==> config.mk <==
export PLATFORM = sky130hd
export DESIGN_NAME = hcs_unit
export DESIGN_NICKNAME = d
export VERILOG_FILES = /design/src/design/hcs_pkg.sv /design/src/design/hcs_unit.sv
export SDC_FILE = /design/constraint.sdc
export NUM_CORES = 1
export LEC_CHECK = 0
export ABC_AREA = 1
export BUFFER_PORTS_ARGS = -buffer_cell sky130_fd_sc_hd__buf_4
export CORE_ASPECT_RATIO = 1.25
export CORE_UTILIZATION = 40
export DETAILED_ROUTE_END_ITERATION = 8
export PLACE_DENSITY = 0.64
export SYNTH_ARGS = -nofsm -noshare
export SYNTH_HDL_FRONTEND = slang
export SYNTH_SLANG_ARGS = --single-unit
==> constraint.sdc <==
create_clock -name clk -period 5.4 [get_ports clk]
set_input_delay 0.54 -clock clk [delete_from_list [all_inputs] [get_ports clk]]
set_output_delay 0.54 -clock clk [all_outputs]
set_load 0.005 [all_outputs]
==> src/design/hcs_pkg.sv <==
`timescale 1ns / 1ps
// Shared types and constants for the carrier smoothing block.
// No dependencies; imported by every other file of the block.
package hcs_pkg;

    localparam int RANGE_W = 48;
    localparam int COUNT_W = 16;
    localparam int VAR_W   = 32;
    localparam int KEY_W   = 11;

    // shared arithmetic unit
    localparam int OPA_W  = 51;
    localparam int OPB_W  = 19;
    localparam int ACC_W  = 72;
    localparam int DIV_W  = 17;
    localparam int STEP_W = 5;

    localparam logic [DIV_W-1:0]          WEIGHT_ONE  = 17'h10000;
    localparam logic [OPB_W-1:0]          CARRIER_Q32 = 19'd429497;
    localparam logic signed [RANGE_W-1:0] RANGE_MAX   = 48'sh7FFF_FFFF_FFFF;
    localparam logic signed [RANGE_W-1:0] RANGE_MIN   = 48'sh8000_0000_0000;
    localparam logic [COUNT_W-1:0]        COUNT_MAX   = 16'hFFFF;
    localparam logic [VAR_W-1:0]          VAR_MAX     = 32'hFFFF_FFFF;

    typedef struct packed {
        logic [7:0]                sat_number;
        logic [2:0]                sat_system;
        logic signed [RANGE_W-1:0] code_range;
        logic signed [RANGE_W-1:0] carrier_range;
        logic [VAR_W-1:0]          obs_variance;
        logic                      epoch_last;
    } in_t;

    typedef struct packed {
        logic signed [RANGE_W-1:0] smoothed_range;
        logic [COUNT_W-1:0]        smooth_count;
        logic [VAR_W-1:0]          smoothed_variance;
        logic                      arc_restarted;
    } out_t;

    typedef struct packed {
        logic [KEY_W-1:0]          key;
        logic signed [RANGE_W-1:0] smoothed;
        logic [COUNT_W-1:0]        count;
        logic [VAR_W-1:0]          variance;
        logic signed [RANGE_W-1:0] carrier;
        logic [VAR_W-1:0]          obs_var;
    } entry_t;

    typedef enum logic {
        OP_MUL,
        OP_DIV
    } op_t;

    typedef struct packed {
        logic start;
        op_t  op;
        logic keep;   // accumulate onto the previous product
    } unit_req_t;

endpackage

==> src/design/hcs_unit.sv <==
`timescale 1ns / 1ps
// Shared iterative unit: shift-add multiply-accumulate (one multiplier bit
// per cycle) and restoring divide (one quotient bit per cycle). Uses hcs_pkg.
module hcs_unit
    import hcs_pkg::*;
(
    input  logic                    clk,
    input  logic                    rst_n,
    input  unit_req_t               req,
    input  logic signed [OPA_W-1:0] opa,
    input  logic [OPB_W-1:0]        opb,
    output logic                    done,
    output logic signed [ACC_W-1:0] acc
);

    logic                    busy_reg, busy_next;
    logic                    done_reg, done_next;
    op_t                     op_reg, op_next;
    logic [STEP_W-1:0]       step_reg, step_next;
    logic signed [ACC_W-1:0] mcand_reg, mcand_next;
    logic [OPB_W-1:0]        mplier_reg, mplier_next;
    logic signed [ACC_W-1:0] acc_reg, acc_next;
    logic [COUNT_W-1:0]      rem_reg, rem_next;

    logic [DIV_W-1:0] rem_ext;
    logic [DIV_W-1:0] rem_sub;
    logic             qbit;
    logic             last;

    always_comb
    begin
        busy_next   = busy_reg;
        done_next   = 1'b0;
        op_next     = op_reg;
        step_next   = step_reg;
        mcand_next  = mcand_reg;
        mplier_next = mplier_reg;
        acc_next    = acc_reg;
        rem_next    = rem_reg;

        rem_ext = {rem_reg, mplier_reg[DIV_W-1]};
        rem_sub = rem_ext - {1'b0, mcand_reg[COUNT_W-1:0]};
        qbit    = rem_ext >= {1'b0, mcand_reg[COUNT_W-1:0]};
        last    = (op_reg == OP_MUL) ? (step_reg == STEP_W'(OPB_W - 1))
                                     : (step_reg == STEP_W'(DIV_W - 1));

        if (req.start)
        begin
            busy_next = 1'b1;
            op_next   = req.op;
            step_next = '0;
            rem_next  = '0;
            case (req.op)
                OP_MUL:
                begin
                    mcand_next  = ACC_W'(opa);
                    mplier_next = opb;
                    if (!req.keep)
                    begin
                        acc_next = '0;
                    end
                end
                OP_DIV:
                begin
                    // dividend walks out of mplier MSB-first, divisor sits in mcand
                    mcand_next  = $signed(ACC_W'(opb[COUNT_W-1:0]));
                    mplier_next = OPB_W'(opa[DIV_W-1:0]);
                    acc_next    = '0;
                end
                default: ;
            endcase
        end
        else if (busy_reg)
        begin
            case (op_reg)
                OP_MUL:
                begin
                    if (mplier_reg[0])
                    begin
                        acc_next = acc_reg + mcand_reg;
                    end
                    mcand_next  = mcand_reg <<< 1;
                    mplier_next = mplier_reg >> 1;
                end
                OP_DIV:
                begin
                    rem_next    = qbit ? rem_sub[COUNT_W-1:0] : rem_ext[COUNT_W-1:0];
                    acc_next    = $signed({acc_reg[ACC_W-2:0], qbit});
                    mplier_next = mplier_reg << 1;
                end
                default: ;
            endcase
            step_next = step_reg + STEP_W'(1);
            if (last)
            begin
                busy_next = 1'b0;
                done_next = 1'b1;
            end
        end
    end

    always_ff @(posedge clk or negedge rst_n)
    begin
        if (!rst_n)
        begin
            busy_reg <= 1'b0;
            done_reg <= 1'b0;
            op_reg   <= OP_MUL;
            step_reg <= '0;
        end
        else
        begin
            busy_reg <= busy_next;
            done_reg <= done_next;
            op_reg   <= op_next;
            step_reg <= step_next;
        end
    end

    always_ff @(posedge clk)
    begin
        mcand_reg  <= mcand_next;
        mplier_reg <= mplier_next;
        acc_reg    <= acc_next;
        rem_reg    <= rem_next;
    end

    assign done = done_reg;
    assign acc  = acc_reg;

endmodule

Yosys cells after proc, flatten, opt, wreduce, memory -nomap -nowiden
Cells that the tools add are included.
{ "word_totals": {"output_inout_bits": 73, "input_bits": 75, "elab_cells": 47, "reg_bits": 187} }
{ "classes": {"eq_ne": 5, "n_reduce_logical": 4, "muxes": 24, "n_lt_le_gt_ge": 1, "add_sub_neg": 3, "bitwise": 2} }
{ "op_table": {"columns": ["op", "n"], "rows": [
  ["$mux 72", 7],
  ["$pmux 72 s2", 3],
  ["$pmux 19 s2", 2],
  ["$add 72x72->72", 1],
  ["$mux 19", 2],
  ["$ge 17x16->1", 1],
  ["$mux 16", 1],
  ["$sub 16x16->16", 1],
  ["$eq 5x5->1 const B", 2],
  ["$mux 5", 2],
  ["$mux 1", 7],
  ["$ne 3x3->1 const B", 2],
  ["$add 5x1->5 const B", 1],
  ["$reduce_and 2->1", 2],
  ["$reduce_and 3->1", 1],
  ["$ne 2x2->1 const B", 1],
  ["$not 1->1", 2],
  ["$reduce_bool 2->1", 1]
]} }

Logic depth before layout (Yosys ltp)
{ "logic_depth": {"word_depth": 5, "mapped_depth": 17, "mapped_depth_nobuf": 17} }

Least setup slack after synthesis
Ideal clock, no wire load.
{ "synth_path": {"kind": "input -> register", "startpoint": "input req[2] in the netlist's numbering", "endpoint": "register acc_reg[0], in the netlist acc[0] (enable)", "required_time_ps": 4874, "arrival_time_ps": 4846, "setup_time_ps": 526, "path_stages": 5, "path_buffers": 1, "slack_ps": 28, "cell_sequence": "clkbuf_8 nor2_1 inv_1 o21ai_0 a21oi_1"} }
{ "synth_via": {"elab_chain_len": 2, "word_cells_on_any_way": 4, "cone_classes": "eq/ne (2); reduce/logical (2)"} }
{ "synth_rtl": {"columns": ["item", "line_no", "rtl"], "rows": [
  ["from (decl)", "hcs_unit.sv:9", "input unit_req_t req,"],
  ["$ne 3x3->1 (no source line) / $reduce_bool 2->1 (equally long branches)", null, null],
  ["$reduce_and 3->1 (no source line) *", null, null],
  ["to (signal assigned)", "hcs_unit.sv:124", "acc_reg <= acc_next;"],
  ["to (decl)", "hcs_unit.sv:22", "logic signed [ACC_W-1:0] acc_reg, acc_next;"]
]} }
Mark *: on every way between the ends. The rest lies on a longest branch, timed or not.
A chain may end at the register's enable or synchronous reset.

Worst setup path after layout
{ "layout_path": {"startpoint": "register mcand_reg[0]", "endpoint": "register acc_reg[64], in the netlist acc[64] (data pin)"} }
{ "layout_via": {"elab_chain_len": 5} }
{ "layout_rtl": {"columns": ["item", "line_no", "rtl"], "rows": [
  ["from (decl)", "hcs_unit.sv:20", "logic signed [ACC_W-1:0] mcand_reg, mcand_next;"],
  ["from (signal assigned)", "hcs_unit.sv:122", "mcand_reg <= mcand_next;"],
  ["$add 72x72->72", "hcs_unit.sv:80", "acc_next = acc_reg + mcand_reg;"],
  ["$mux 72", "hcs_unit.sv:78", "if (mplier_reg[0])"],
  ["$pmux 72 s2", "hcs_unit.sv:75", "case (op_reg)"],
  ["$mux 72", "hcs_unit.sv:73", "else if (busy_reg)"],
  ["$mux 72", "hcs_unit.sv:47", "if (req.start)"]
]} }
Every way passes these cells. The select of a mux whose other input is x is not followed.

==> results.yml <==
grt:
  grt_max_degree: 89
  track_usage_pct: 26.8
  grt_pass1_vias: 13800
  grt_pass1_wl_mm: 77.3
  antenna_found_initial: 0
  overflow: 0
layout:
  fill_cells: 3855
  final_common_cell: "nand2_1"
  stdcell_area_um2: 17000
  syn2layout_area_growth_pct: 14.3
  drive_gt1_share_pct: 8.83
  final_core_util_pct: 46.6
  final_nets: 2440
  diodes: 0
  layout_common_cells: "779 x nand2_1, 337 x inv_1, 164 x nor2_1"
timing:
  fmax_mhz: 337
  timing.setup.tns_ns: 0
  hold_violations: 0
  skew_ns: 0.0161
  finalSetupViolCount: 0
  fin_crit_sh_pct: 55.0
  rsz0062_at_grt: "no"
  slew_headroom_pct: 30.7
  drv_slew: 0
  tightest_slew_ns: 1.04
  layout_min_cycle_time_ns: 2.97
clock_tree:
  cts.path.max_buffers: 2
  htree_levels: 4
  cts-root-buf: "clkbuf_16"
  clkLatencyLatePin_ns: 0.48
  path_clk_slew_ns: 0.08
  cts_tree: "yes"
  post_cts_resized: 0
  clock_sinks: 187
  numCtsBuffers: 17
drt:
  via_count: 14300
  ant_nets: 0
  routedWlPerCell_um: 18.0
  drt-total-wl_mm: 49.9
  vias_per_cell: 5.16
  route.detailed.drc: 0
  first_iter_violations: 953
  first_pass_iters: 6
setup_path:
  endpoint: "acc[64]$_SDFFCE_PP0P_"
  cpMostUsedCell: "nand2_1"
  cp_max_fo: 4
  path_class: "reg2reg"
  crit_buf_inv: 2
  cp_slowest_stage_delay_ns: 0.41
  cp-startpoint: "mcand_reg[0]$_SDFFCE_PN0P_"
  cp_top_family: "simple AND/OR/NAND/NOR gates"
  ff2ff_setup_slack_ns: 2.43
  crit_chain: "ha_1 -> inv_1 -> fa_1 -> inv_1 -> nand3_1 -> nand3_1 -> nand2_1 -> nand2_1 -> nand2_1 -> nand2_1 -> nand2_1 -> nand2_1 -> nand2_1 -> nand2_1 -> nand2_1 -> nand3_1 -> nand2_1"
  required_ns: 5.64
  start_kind: "register"
  cp_slowest_cell: "edfxtp_1"
  r2r-start: "mcand_reg[0]$_SDFFCE_PN0P_"
  rr_endpoint: "acc[64]$_SDFFCE_PP0P_"
  crit_cells: 17
  worstRegToRegCells: 17
  arrival_ns: 3.21
  endpoint_kind: "register"
place:
  port_buffers: 147
  gp_congestion: 1.04
  hpwl_mm: 39.6
  placed_area_um2: 16400
synth:
  synth_seq_cells: 187
  syn_area_per_cell_um2: 6.93
  syn_inst: 2148
  ys_types: 41
  synth_ff_type: "edfxtp_1"
  ys_seq_area_share_pct: 36.4
  synth_edf_count: 163
  synth_area_um2: 14900
  synth_nets: 2313
  async_flop_share_pct: 4.28
  ys_warn_count: 0
die:
  rows: 78
  core_area_um2: 36500
  initial_core_util_pct: 40.8
  io_pins: 148
  fp.dieArea_um2: 38000
  die_w_um: 175
  die_y_um: 218
run:
  cap_violations: 0
status:
  status: "complete, no violations"
pwr:
  ir_drop_mv: 0.269
  cellLeakagePower_nw: 8.28
  p_per_area_nw_per_um2: 375
min_path:
  hold_path_class: "in2reg"
-- Yosys cell counts, types with 8 or more instances --
library cell / instances / area (um^2)
dfrtp_1: 8 / 200
o21bai_1: 9 / 67.6
nor3_1: 13 / 65.1
o221ai_1: 14 / 123
xnor2_1: 32 / 280
dfxtp_1: 16 / 320
ha_1: 88 / 1100
nand2_1: 779 / 2920
a22oi_1: 19 / 143
edfxtp_1: 163 / 4890
a22o_1: 35 / 307
nand3_1: 117 / 586
a21oi_1: 134 / 671
nor2_1: 167 / 627
nand3b_1: 26 / 195
inv_1: 338 / 1270
o21ai_0: 83 / 415
clkbuf_1: 30 / 113
nor4_1: 9 / 56.3
o211ai_1: 16 / 120
-- through the flow --
step                cells  hold WS [ns]  worst slack (ns)  power, W
finish               2768         0.341              2.43   0.00638
global route         2768         0.329              2.22   0.00682
CTS                  2768         0.317              2.43   0.00640
detailed placement   2735         0.365              1.91   0.00508
global placement     2735         0.364              1.93   0.00506
floorplan            2148         0.244            0.0284   0.00404
-- per-layer routing --
| metal | GRT usage [%] | share of wire (%) | vias to the layer above |
|---|---|---|---|
| met2 | 47.0 | 49 | 487 |
| li1 | - | - | 7227 |
| met3 | 4.11 | 5.4 | 93 |
| met1 | 32.0 | 42 | 6463 |
| met5 | 0 | 0 | - |
| met4 | 12.3 | 4.1 | 0 |
-- repair_timing --
action,in CTS,in global routing
buffers inserted,0,0
hold buffers,1,0
endpoints found under the hold margin,8,0
-- how the worst min path moves through the flow --
stage	from	to	slack (ns)	cells past startpoint
5_1_grt	opa[26]	mcand_reg[26]$_DFFE_PP_	0.33	2
3_3_place_gp	rst_n	done$_DFF_PN0_	0.36	1
2_1_floorplan	rst_n	busy_reg$_DFF_PN0_	0.24	0
6_report	opa[21]	mcand_reg[21]$_DFFE_PP_	0.34	2
3_5_place_dp	rst_n	done$_DFF_PN0_	0.36	1
4_1_cts	opa[26]	mcand_reg[26]$_DFFE_PP_	0.32	2
-- report_power, final --
group / switching, W / leakage [nW] / internal, W
clock: 0.000616 / 0.287 / 0.000693
combinational: 0.00185 / 5.99 / 0.00106
sequential: 0.000248 / 2.00 / 0.00191
-- layout make-up --
| type | instances | area, um^2 | area share (%) |
|---|---|---|---|
| inverter | 340 | 1280 | 7.50 |
| tap | 480 | 601 | 3.53 |
| sequential | 187 | 5420 | 31.8 |
| timing repair buffer | 155 | 1170 | 6.85 |
| clock buffer | 18 | 429 | 2.52 |
| clock inverter | 14 | 163 | 0.956 |
| multi-input combinational | 1574 | 7970 | 46.8 |
-- kinds of logic (layout without fill, tap and decap cells) --
logic type | after synthesis | count (layout) | share of synthesized area, %
xor+xnor | 35 | 35 | 2.06
flops | 187 | 187 | 36.4
fa+ha+maj | 90 | 90 | 7.66
simple gates | 1130 | 1130 | 30.8
buf+inv | 387 | 527 | 10.4
compound gates | 319 | 319 | 12.8
(Power assumes the default switching activity.)
